===== config.mk =====
export PLATFORM = sky130hd
export DESIGN_NAME = string_table_lexer_unit
export DESIGN_NICKNAME = d
export VERILOG_FILES = /design/src/rtl/stl_pkg.sv /design/src/rtl/stl_core.sv /design/src/rtl/string_table_lexer_unit.sv
export SDC_FILE = /design/constraint.sdc
export NUM_CORES = 1
export LEC_CHECK = 0
export ABC_AREA = 1
export BUFFER_PORTS_ARGS = -buffer_cell sky130_fd_sc_hd__buf_2
export CAP_MARGIN = 20
export CORE_MARGIN = 3
export CORE_UTILIZATION = 63
export CTS_BUF_LIST = sky130_fd_sc_hd__clkbuf_4 sky130_fd_sc_hd__clkbuf_8
export DETAILED_ROUTE_END_ITERATION = 6
export PLACE_DENSITY = 0.94
export RECOVER_POWER = 100
export SYNTH_ARGS = -nofsm -noshare
export SYNTH_HDL_FRONTEND = slang
export SYNTH_HIERARCHICAL = 1
export SYNTH_SLANG_ARGS = --single-unit

===== constraint.sdc =====
create_clock -name clk -period 5 [get_ports clk]
set_input_delay 0.25 -clock clk [delete_from_list [all_inputs] [get_ports clk]]
set_output_delay 0.25 -clock clk [all_outputs]
set_load 0.1 [all_outputs]

===== src/rtl/stl_pkg.sv =====
// Shared types and constants for the string-table lexer.
// No dependencies; used by stl_core and string_table_lexer_unit.
package stl_pkg;

  localparam int MAX_ENTRIES = 4096;
  // Hard cap on the entry limit: entry numbers are 12 bits wide.
  localparam int LIMIT_CAP   = (MAX_ENTRIES < 4096) ? MAX_ENTRIES : 4096;
  localparam int RES_MAX     = 5;
  localparam int CNT_W       = $clog2(RES_MAX + 1);

  localparam logic [12:0] LIMIT_RESET = 13'd4096;

  typedef enum logic [3:0] {
    M_OUTSIDE    = 4'd0,
    M_STRING     = 4'd1,
    M_ESCAPE     = 4'd2,
    M_SKIPWS     = 4'd3,
    M_BRACE      = 4'd4,
    M_PAREN_HOLD = 4'd5,
    M_PAREN_CMT  = 4'd6,
    M_SLASH_HOLD = 4'd7,
    M_SLASH_CMT  = 4'd8,
    M_LINE_CMT   = 4'd9,
    M_NULL_HOLD  = 4'd10,
    M_FINISHED   = 4'd11
  } lex_mode_t;

  typedef enum logic [2:0] {
    K_TEXT     = 3'd0,
    K_START    = 3'd1,
    K_END      = 3'd2,
    K_NULL     = 3'd3,
    K_ERROR    = 3'd4,
    K_FINISHED = 3'd5
  } kind_t;

  typedef struct packed {
    lex_mode_t   mode;
    logic        quote_dbl;
    logic        star;
    logic [1:0]  ncount;
    logic [11:0] idx;
    logic        begun;
  } lex_state_t;

  localparam lex_state_t LEX_RESET = '{
    mode: M_OUTSIDE, quote_dbl: 1'b0, star: 1'b0, ncount: 2'd0, idx: 12'd0, begun: 1'b0
  };

  // Results of one input byte; slot 0 goes out first.
  typedef struct packed {
    kind_t [RES_MAX-1:0]      kind;
    logic  [RES_MAX-1:0][7:0] data;
    logic  [CNT_W-1:0]        cnt;
  } res_list_t;

  localparam logic [7:0] CH_NUL    = 8'h00;
  localparam logic [7:0] CH_TAB    = 8'h09;
  localparam logic [7:0] CH_LF     = 8'h0A;
  localparam logic [7:0] CH_CR     = 8'h0D;
  localparam logic [7:0] CH_BS     = 8'h08;
  localparam logic [7:0] CH_SPACE  = 8'h20;
  localparam logic [7:0] CH_DQUOTE = 8'h22;
  localparam logic [7:0] CH_HASH   = 8'h23;
  localparam logic [7:0] CH_SQUOTE = 8'h27;
  localparam logic [7:0] CH_LPAREN = 8'h28;
  localparam logic [7:0] CH_RPAREN = 8'h29;
  localparam logic [7:0] CH_STAR   = 8'h2A;
  localparam logic [7:0] CH_COMMA  = 8'h2C;
  localparam logic [7:0] CH_SLASH  = 8'h2F;
  localparam logic [7:0] CH_ZERO   = 8'h30;
  localparam logic [7:0] CH_UPPER_L = 8'h4C;
  localparam logic [7:0] CH_UPPER_N = 8'h4E;
  localparam logic [7:0] CH_UPPER_U = 8'h55;
  localparam logic [7:0] CH_BSLASH = 8'h5C;
  localparam logic [7:0] CH_LOWER_B = 8'h62;
  localparam logic [7:0] CH_LOWER_N = 8'h6E;
  localparam logic [7:0] CH_LOWER_R = 8'h72;
  localparam logic [7:0] CH_LOWER_T = 8'h74;
  localparam logic [7:0] CH_LBRACE = 8'h7B;
  localparam logic [7:0] CH_RBRACE = 8'h7D;

  function automatic logic is_space(input logic [7:0] b);
    return (b == CH_SPACE) || ((b >= CH_TAB) && (b <= CH_CR));
  endfunction

endpackage


===== src/rtl/stl_core.sv =====
// Next-state and result-list logic of the string-table lexer for one byte.
// Depends on stl_pkg.
module stl_core (
  input  stl_pkg::lex_state_t state,
  input  logic [7:0]          text_byte,
  input  logic                start_of_text,
  input  logic [12:0]         limit,
  output stl_pkg::lex_state_t state_next,
  output stl_pkg::res_list_t  res
);
  import stl_pkg::*;

  typedef struct packed {
    lex_state_t st;
    logic [1:0] n;   // second result, when present, is always finished
    kind_t      k;
    logic [7:0] d;
  } out_step_t;

  // Byte handled in outside-strings mode: at most two results.
  function automatic out_step_t do_outside(input logic [7:0] b, input lex_state_t s,
                                           input logic [12:0] lim);
    out_step_t o;
    logic      ends;
    o = '{st: s, n: 2'd0, k: K_TEXT, d: 8'd0};
    ends = 1'b0;
    if (b == CH_NUL) begin
      o.n = 2'd1;
      o.k = K_FINISHED;
      o.st.mode = M_FINISHED;
    end else if (!is_space(b)) begin
      case (b)
        CH_LBRACE: o.st.mode = M_BRACE;
        CH_LPAREN: o.st.mode = M_PAREN_HOLD;
        CH_SLASH:  o.st.mode = M_SLASH_HOLD;
        CH_HASH: begin
          ends = s.begun;
          o.st.mode = M_LINE_CMT;
        end
        CH_SQUOTE, CH_DQUOTE: begin
          if (!s.begun) begin
            o.n = 2'd1;
            o.k = K_START;
            o.st.begun = 1'b1;
          end
          o.st.quote_dbl = (b == CH_DQUOTE);
          o.st.mode = M_STRING;
        end
        CH_COMMA: ends = 1'b1;
        CH_UPPER_N: begin
          o.st.mode = M_NULL_HOLD;
          o.st.ncount = 2'd0;
        end
        default: begin
          o.n = 2'd1;
          o.k = K_ERROR;
          o.d = b;
        end
      endcase
      if (ends) begin
        o.k = K_END;
        o.st.begun = 1'b0;
        if (({1'b0, s.idx} + 13'd1) >= lim) begin
          o.n = 2'd2;
          o.st.mode = M_FINISHED;
        end else begin
          o.n = 2'd1;
          o.st.idx = s.idx + 12'd1;
        end
      end
    end
    return o;
  endfunction

  lex_state_t      s;
  out_step_t       o;
  logic            go_outside;
  logic            do_string;
  logic [7:0]      quote;
  logic [7:0]      esc;
  logic            match;
  logic [CNT_W-1:0] n;

  always_comb begin
    s = start_of_text ? LEX_RESET : state;
    state_next = s;
    res = '0;
    n = '0;
    go_outside = 1'b0;
    quote = s.quote_dbl ? CH_DQUOTE : CH_SQUOTE;
    esc = text_byte;
    match = 1'b0;
    do_string = (s.mode == M_STRING) || ((s.mode == M_SKIPWS) && !is_space(text_byte));

    if (do_string) begin
      state_next.mode = M_STRING;
      if (text_byte == CH_NUL) begin
        res.kind[n] = K_FINISHED;
        n = n + 1'b1;
        state_next.mode = M_FINISHED;
      end else if (text_byte == quote) begin
        state_next.mode = M_OUTSIDE;
      end else if (text_byte == CH_BSLASH) begin
        state_next.mode = M_ESCAPE;
      end else begin
        res.kind[n] = K_TEXT;
        res.data[n] = text_byte;
        n = n + 1'b1;
      end
    end else begin
      case (s.mode)
        M_OUTSIDE: go_outside = 1'b1;
        M_SKIPWS: ;  // white space after a line continuation
        M_ESCAPE: begin
          if (text_byte == CH_NUL) begin
            res.kind[n] = K_FINISHED;
            n = n + 1'b1;
            state_next.mode = M_FINISHED;
          end else if (text_byte == CH_CR || text_byte == CH_LF) begin
            state_next.mode = M_SKIPWS;
          end else begin
            case (text_byte)
              CH_ZERO:    esc = CH_NUL;
              CH_LOWER_B: esc = CH_BS;
              CH_LOWER_N: esc = CH_LF;
              CH_LOWER_R: esc = CH_CR;
              CH_LOWER_T: esc = CH_TAB;
              default:    esc = text_byte;
            endcase
            res.kind[n] = K_TEXT;
            res.data[n] = esc;
            n = n + 1'b1;
            state_next.mode = M_STRING;
          end
        end
        M_BRACE: begin
          if (text_byte == CH_NUL) begin
            res.kind[n] = K_FINISHED;
            n = n + 1'b1;
            state_next.mode = M_FINISHED;
          end else if (text_byte == CH_RBRACE) begin
            state_next.mode = M_OUTSIDE;
          end
        end
        M_PAREN_HOLD, M_SLASH_HOLD: begin
          if (text_byte == CH_STAR) begin
            state_next.mode = (s.mode == M_PAREN_HOLD) ? M_PAREN_CMT : M_SLASH_CMT;
            state_next.star = 1'b1;
          end else if (s.mode == M_SLASH_HOLD && text_byte == CH_SLASH) begin
            state_next.mode = M_LINE_CMT;
          end else begin
            res.kind[n] = K_ERROR;
            res.data[n] = (s.mode == M_PAREN_HOLD) ? CH_LPAREN : CH_SLASH;
            n = n + 1'b1;
            state_next.mode = M_OUTSIDE;
            go_outside = 1'b1;
          end
        end
        M_PAREN_CMT, M_SLASH_CMT: begin
          // the opening star counts, so "(*)" closes at once
          if (text_byte == CH_NUL) begin
            res.kind[n] = K_FINISHED;
            n = n + 1'b1;
            state_next.mode = M_FINISHED;
          end else if (s.star && text_byte ==
                       ((s.mode == M_PAREN_CMT) ? CH_RPAREN : CH_SLASH)) begin
            state_next.mode = M_OUTSIDE;
            state_next.star = 1'b0;
          end else begin
            state_next.star = (text_byte == CH_STAR);
          end
        end
        M_LINE_CMT: begin
          if (text_byte == CH_NUL) begin
            res.kind[n] = K_FINISHED;
            n = n + 1'b1;
            state_next.mode = M_FINISHED;
          end else if (text_byte == CH_CR || text_byte == CH_LF) begin
            state_next.mode = M_OUTSIDE;
          end
        end
        M_NULL_HOLD: begin
          match = ((s.ncount == 2'd0) && (text_byte == CH_UPPER_U)) ||
                  ((s.ncount == 2'd1) && (text_byte == CH_UPPER_L)) ||
                  ((s.ncount == 2'd2) && (text_byte == CH_UPPER_L));
          if (match) begin
            if (s.ncount == 2'd2) begin
              state_next.ncount = 2'd0;
              state_next.mode = M_OUTSIDE;
              if (!s.begun) begin
                res.kind[n] = K_NULL;
                n = n + 1'b1;
                state_next.begun = 1'b1;
              end
            end else begin
              state_next.ncount = s.ncount + 2'd1;
            end
          end else begin
            // replay the held "N", "U", "L" as errors, then this byte
            state_next.ncount = 2'd0;
            state_next.mode = M_OUTSIDE;
            res.kind[n] = K_ERROR;
            res.data[n] = CH_UPPER_N;
            n = n + 1'b1;
            if (s.ncount != 2'd0) begin
              res.kind[n] = K_ERROR;
              res.data[n] = CH_UPPER_U;
              n = n + 1'b1;
            end
            if (s.ncount[1]) begin
              res.kind[n] = K_ERROR;
              res.data[n] = CH_UPPER_L;
              n = n + 1'b1;
            end
            go_outside = 1'b1;
          end
        end
        default: state_next.mode = M_FINISHED;
      endcase
    end

    o = do_outside(text_byte, state_next, limit);
    if (go_outside) begin
      state_next = o.st;
      if (o.n != 2'd0) begin
        res.kind[n] = o.k;
        res.data[n] = o.d;
        n = n + 1'b1;
      end
      if (o.n == 2'd2) begin
        res.kind[n] = K_FINISHED;
        n = n + 1'b1;
      end
    end
    res.cnt = n;
  end

endmodule


===== src/rtl/string_table_lexer_unit.sv =====
// String-table lexer top level: stream ports, parser state, result buffer.
// Depends on stl_pkg and stl_core.
//
// Takes one text byte per request and returns zero to five results per byte
// (text byte, entry start/end, null entry, syntax error, finished), one result
// per cycle on the output stream while m_tready is high; the last result of a
// byte carries tlast. A byte is accepted every cycle while each byte yields at
// most one result and m_tready is high; a byte with several results holds the
// input until the result buffer has drained. The next byte is taken in the cycle
// the last pending result leaves. Bytes after "finished" give no results
// until a byte arrives with start_of_text set. entry_limit may be written
// only while no results are pending; it is clamped to 1..MAX_ENTRIES, and
// never above 4096.
module string_table_lexer_unit #(
  parameter int MAX_ENTRIES = stl_pkg::MAX_ENTRIES
) (
  input  logic        clk,
  input  logic        rst,
  input  logic        cfg_valid,
  output logic        cfg_ready,
  input  logic [12:0] cfg_data,       // entry_limit
  input  logic        s_tvalid,
  output logic        s_tready,
  input  logic [7:0]  s_tdata,        // [7:0] text_byte
  input  logic        s_tuser,        // [0] start_of_text
  output logic        m_tvalid,
  input  logic        m_tready,
  output logic [23:0] m_tdata,        // [7:0] data_byte, [19:8] entry_number, zero pad
  output logic [2:0]  m_tuser,        // [2:0] kind
  output logic        m_tlast         // last
);
  import stl_pkg::*;

  // Entry numbers are 12 bits wide.
  localparam int ENTRY_CAP = (MAX_ENTRIES < 4096) ? MAX_ENTRIES : 4096;

  logic [12:0]              entry_limit;
  logic [12:0]              limit;
  lex_state_t               state;
  lex_state_t               state_next;
  res_list_t                res_next;
  kind_t [RES_MAX-1:0]      buf_kind;
  logic  [RES_MAX-1:0][7:0] buf_data;
  logic [11:0]              buf_idx;
  logic [CNT_W-1:0]         pending;
  logic                     accept;
  logic                     pop;

  assign cfg_ready = 1'b1;

  always_comb begin
    limit = entry_limit;
    if (limit == 13'd0) limit = 13'd1;
    if (limit > 13'(ENTRY_CAP)) limit = 13'(ENTRY_CAP);
  end

  stl_core u_core (
    .state         (state),
    .text_byte     (s_tdata),
    .start_of_text (s_tuser),
    .limit         (limit),
    .state_next    (state_next),
    .res           (res_next)
  );

  assign pop      = m_tvalid && m_tready;
  assign s_tready = (pending == '0) || ((pending == CNT_W'(1)) && m_tready);
  assign accept   = s_tvalid && s_tready;

  assign m_tvalid = (pending != '0);
  assign m_tlast  = (pending == CNT_W'(1));
  assign m_tuser  = buf_kind[0];
  assign m_tdata  = {4'b0000, buf_idx, buf_data[0]};

  always_ff @(posedge clk) begin
    if (rst) begin
      entry_limit <= LIMIT_RESET;
      state       <= LEX_RESET;
      pending     <= '0;
    end else begin
      if (cfg_valid) entry_limit <= cfg_data;
      if (accept) begin
        state   <= state_next;
        pending <= res_next.cnt;
      end else if (pop) begin
        pending <= pending - 1'b1;
      end
    end
  end

  // Payload: all results of one byte share the entry number at its arrival.
  always_ff @(posedge clk) begin
    if (accept) begin
      buf_kind <= res_next.kind;
      buf_data <= res_next.data;
      buf_idx  <= s_tuser ? 12'd0 : state.idx;
    end else if (pop) begin
      for (int i = 0; i < RES_MAX - 1; i++) begin
        buf_kind[i] <= buf_kind[i+1];
        buf_data[i] <= buf_data[i+1];
      end
    end
  end

endmodule

* Word-level counts from Yosys, hierarchy flattened
Index checks and enable logic that the tools add are counted.
** Storage, ports and cells
- Bits in registers :: 104
- Input bits :: 27
- Output and inout port bits :: 31
- Logic and storage cells :: 260
** Cells by class
- $add $sub $neg :: 7
- Order comparisons :: 10
- Eq/ne operators :: 37
- Multiplexer cells :: 141
- Bitwise logic cells :: 9
- Reduce and logical (&&, ||, !) cells :: 37
** Operators with widths (count)
- two-way mux 55 bit :: 4
- two-way mux 32 bit :: 4
- two-way mux 8 bit :: 15
- two-way mux 3 bit :: 34
- == test 8 x 7 -> 1 bit, second input constant :: 10
- two-way mux 4 bit :: 19
- == test 8 x 6 -> 1 bit, second input constant :: 9
- two-way mux 12 bit :: 6
- demux 8 bit (select 3 bit) :: 2
- two-way mux 21 bit :: 2
- bitwise mux 40 bit :: 1
- two-way mux 40 bit :: 1
- one-hot mux 8 bit (5 select lines) :: 1
- two-way mux 15 bit :: 2
- two-way mux 28 bit :: 1
- one-hot mux 4 bit (7 select lines) :: 1
- demux 3 bit (select 3 bit) :: 3
- two-way mux 13 bit :: 2
- AND 10 x 25 -> 25 bit :: 1
- NOT 25 bit :: 1
- one-hot mux 4 bit (6 select lines) :: 1
- one-hot mux 8 bit (3 select lines) :: 1
- two-way mux 1 bit :: 21
- two-way mux 18 bit :: 1
- 51 further kinds :: 98

* Depth between registers and ports, before layout
- Depth after elaboration :: 26
- Mapped depth :: 31
- Gate-level depth less buffers :: 29

* Hierarchy
Netlist, hierarchy kept.
** By module, submodules not included
- string_table_lexer_unit :: times used 1, cells an instance 445, area an instance 4291.6 µm², seq. area each 2752.6 µm²
- stl_core :: times used 1, cells an instance 568, area an instance 2841.5 µm², seq. area each 0.0 µm²

* Worst setup path after synthesis
Ideal clock, no wire load.
- Kind :: in2reg
- Start :: input s_tuser
- End :: register pending[1]
- Setup time :: 127 ps
- Arrival time :: 3838 ps
- Required time :: 4873 ps
- Slack :: 1035 ps
- Stages on the path :: 27
- Path buffers :: 2
- Cells stage by stage :: inv_2 buf_2 nand2_1 nor3_1 nand4_1 nor3_1 and3_1 nand3_1 xor2_1 inv_1 ha_1 nand2_1 nor4_1 o21ai_0 nand3b_1 nand2_1 buf_2 nand3_1 nand3_1 nand2_1 ha_1 o211ai_1 inv_1 nand2_1 nand2_1 nor2_1 nor2_1
** RTL lines
- start, declared :: RTL line string_table_lexer_unit.sv:25 : input logic s_tuser,
- end signal, assigned :: RTL line string_table_lexer_unit.sv:84 : pending <= res_next.cnt;
- end signal, assigned :: RTL line string_table_lexer_unit.sv:86 : pending <= pending - 1'b1;
- end, declared :: RTL line string_table_lexer_unit.sv:45 : logic [CNT_W-1:0] pending;

==> qor.yml <==
relSlewSlack: -0.6682
cts_resized: 0
power_switching_uw: 2249
clockRootBuffer: "clkbuf_8"
routed-via-count: 6652
ys_seq_area_frac: 0.3859
io-pin-count: 58
setup_ws_ps: 549.4
yosysTopAreaCellShare: 0.2821
critPathKind: "register to register"
start_kind: "register"
status: "complete, but fails checks"
die_w_um: 112.4
nNetsFinal: 1080
io_buffers: 52
powerDensity_nw_per_um2: 598.0
drt-total-wl_um: 17250
power_frac_seq: 0.341
clkSinkCount: 104
p_int_uw: 2197
fin_crit_ps: 4451
p_leak_uw: 0.003523
dpl.hpwl_um: 12620
final_cell_mix: "278 x nand2_1, 122 x inv_1, 120 x nor2_1"
antenna_found_initial: 0
drtAntennaViolNets: 0
first_pass_iters: 6
cts_tree: "done"
total_power_uw: 4446
cts_buffer_depth: 2
area_growth_pct: 4.245
drive_above_1_share: 0.07915
grt.overflow.total: 0
die_area_sq_um: 12630
cts_made_buffers: 9
setup_viol_count_final: 0
hold_violations: 0
syn_area_sq_um: 7133
row_count: 38
ctsHoldBuffers: 0
synth.top_cells.by_area: "edfxtp_1 28%, nand2_1 14%, dfxtp_1 10%"
grtUsageTotal: 0.2747
insertion_delay_ps: 390
r2r_slack_ps: 550
cp_top_family: "simple AND/OR/NAND/NOR gates"
worstMarginPinSlew_ps: 2502
cap_viol_max_count: 1
grt_pass1_wl_um: 28220
required_ps: 5260
p_sw_frac: 0.5059
synth_seq_cells: 104
min_period_over_period: 0.8901
cp_max_fo: 11
arrival_ps: 4710
fill_cells: 929
ys.warnings.count: 6
yosysTopAreaCell: "edfxtp_1"
violations: "capacitance limit, slew limit"
postSynthCellCount: 1013
fmax_ghz: 0.2247
h-tree-depth: 3
drtIter0Drc: 759
cp_cell_sequence: "nand2_1 -> nor3_1 -> nand4_1 -> nor3_1 -> and3_1 -> nand3_1 -> xor2_1 -> inv_1 -> ha_1 -> nand2_1 -> nor4_1 -> o21ai_0 -> nand3b_1 -> nand2_1 -> o21ai_4 -> nand2_1 -> a21oi_1 -> o21ai_1 -> nand2_1 -> nand2_1 -> nand2_1"
grt_pass1_vias: 5930
final_common_cell: "nand2_1"
start_util: 0.6523
post-cts-setup-buffer-count: 0
routabilityCongestion: 0.9544
die_y_um: 112.4
slew_violations: 29
core_sq_um: 10940
grt_start_max_net_pins: 80
fin_cells: 1176
fin_tns_setup_ps: 0
cp.buffers_inverters: 1
avgSynthCellArea_sq_um: 7.042
hp-class: "input pin to register"
drt-wirelength-per-cell_um: 14.67
ir_drop_mv: 0.6679
synth_cell_type_count: 43
clk_pin_slew_worst_paths_ps: 90
rsz0062_at_grt: "false"
p_clk_frac: 0.137
cpPeakStageDelay_ps: 360
path_common_cell: "nand2_1"
dp_cells: 1160
slowest_stage: "a21oi_1"
diodes: 0
place_ws_ps: 436.3
via_per_inst: 5.656
combPwrFrac: 0.522
clock_skew_ps: 16.22
worst_setup_path_end_kind: "register"
post-route-drc-count: 0
## worst reg2reg max path: stages (launching register included)
cell and delay (ps):
dfxtp_1 350, nand2_1 100, nor3_1 270, nand4_1 180, nor3_1 270, and3_1 250, nand3_1 90, xor2_1 180
inv_1 70, ha_1 290, nand2_1 80, nor4_1 270, o21ai_0 170, nand3b_1 150, nand2_1 290, o21ai_4 280
nand2_1 310, a21oi_1 360, o21ai_1 150, nand2_1 80, nand2_1 50, nand2_1 100
## flip-flops by register name, indices dropped and copies added (netlist names)
signal	cells
state	21
buf_kind	12
pending	3
m_tdata	8
buf_idx	12
buf_data	32
m_tuser	3
entry_limit	13
## stage by stage
step | util | area (sq um) | hold slack, ps
finish | 0.6800 | 7436 | 68.70
floorplan | - | 7174 | 319.1
global route | 0.6800 | 7436 | 76.20
detailed placement | 0.6658 | 7281 | 438.4
global placement | 0.6658 | 7281 | 430.9
CTS | 0.6874 | 7517 | 20.35
## synth_stat cells, drive strengths merged
master and n:
nor2 129, o22ai 7, a21oi 64, edfxtp 67, nor3 14, a211oi 2
inv 134, o31ai 1, ha 22, xnor2 6, nand4 16, nand3b 1
dfxtp 37, mux2 1, o21a 4, o41ai 1, conb 3, o21ai 79
buf 51, and3 2, a31oi 3, clkbuf 9, xor2 7, nor4 7
nand2 285, nand3 54, a22oi 1, or2 3, o211ai 3
## power groups by stage
stage | combinational, uW | sequential [uW] | clock [uW]
2_1_floorplan | 1800 | 1740 | 0
3_3_place_gp | 2300 | 1510 | 0
3_5_place_dp | 2350 | 1530 | 0
4_1_cts | 2360 | 1510 | 619
5_1_grt | 2530 | 1550 | 650
6_report | 2320 | 1510 | 610
## routing by layer
layer | global-route usage | wire, um | vias up
li1 | - | - | 3291
met1 | 0.3720 | 7362 | 3000
met2 | 0.4418 | 7959 | 321
met3 | 0.05984 | 1561 | 40
met4 | 0.08894 | 371 | 0
met5 | 0 | 0 | -
## layout make-up
class	instances	area, sq um	area share
Sequential cell	104	2753	0.3702
Clock buffer	12	158.9	0.02137
Multi-Input combinational cell	726	3515	0.4727
Clock inverter	4	77.57	0.01043
Tap cell	140	175.2	0.02356
Timing Repair Buffer	56	254.0	0.03416
Inverter	134	503.0	0.06764
## logic make-up after synthesis
group	count (synthesis)	share of synthesized area
AOI/OAI and AO/OA	165	0.1251
DFF	104	0.3859
other	3	0.001579
and+or+nand+nor	511	0.3073
muxes	1	0.001579
adders and majority gates	22	0.03859
xor gates and xnor gates	13	0.01596
buffers and inverters	194	0.1240
## path summary, 6_finish.rpt
kind | start | endpoint | depth (start not counted)
worst max-delay path | state[1] | buf_kind[8] | 21
worst min register to register | state[12] | state[12] | 2
worst max register to register | state[1] | buf_kind[8] | 21
worst min-delay path | rst | pending[2] | 2
(Power assumes the default switching activity.)
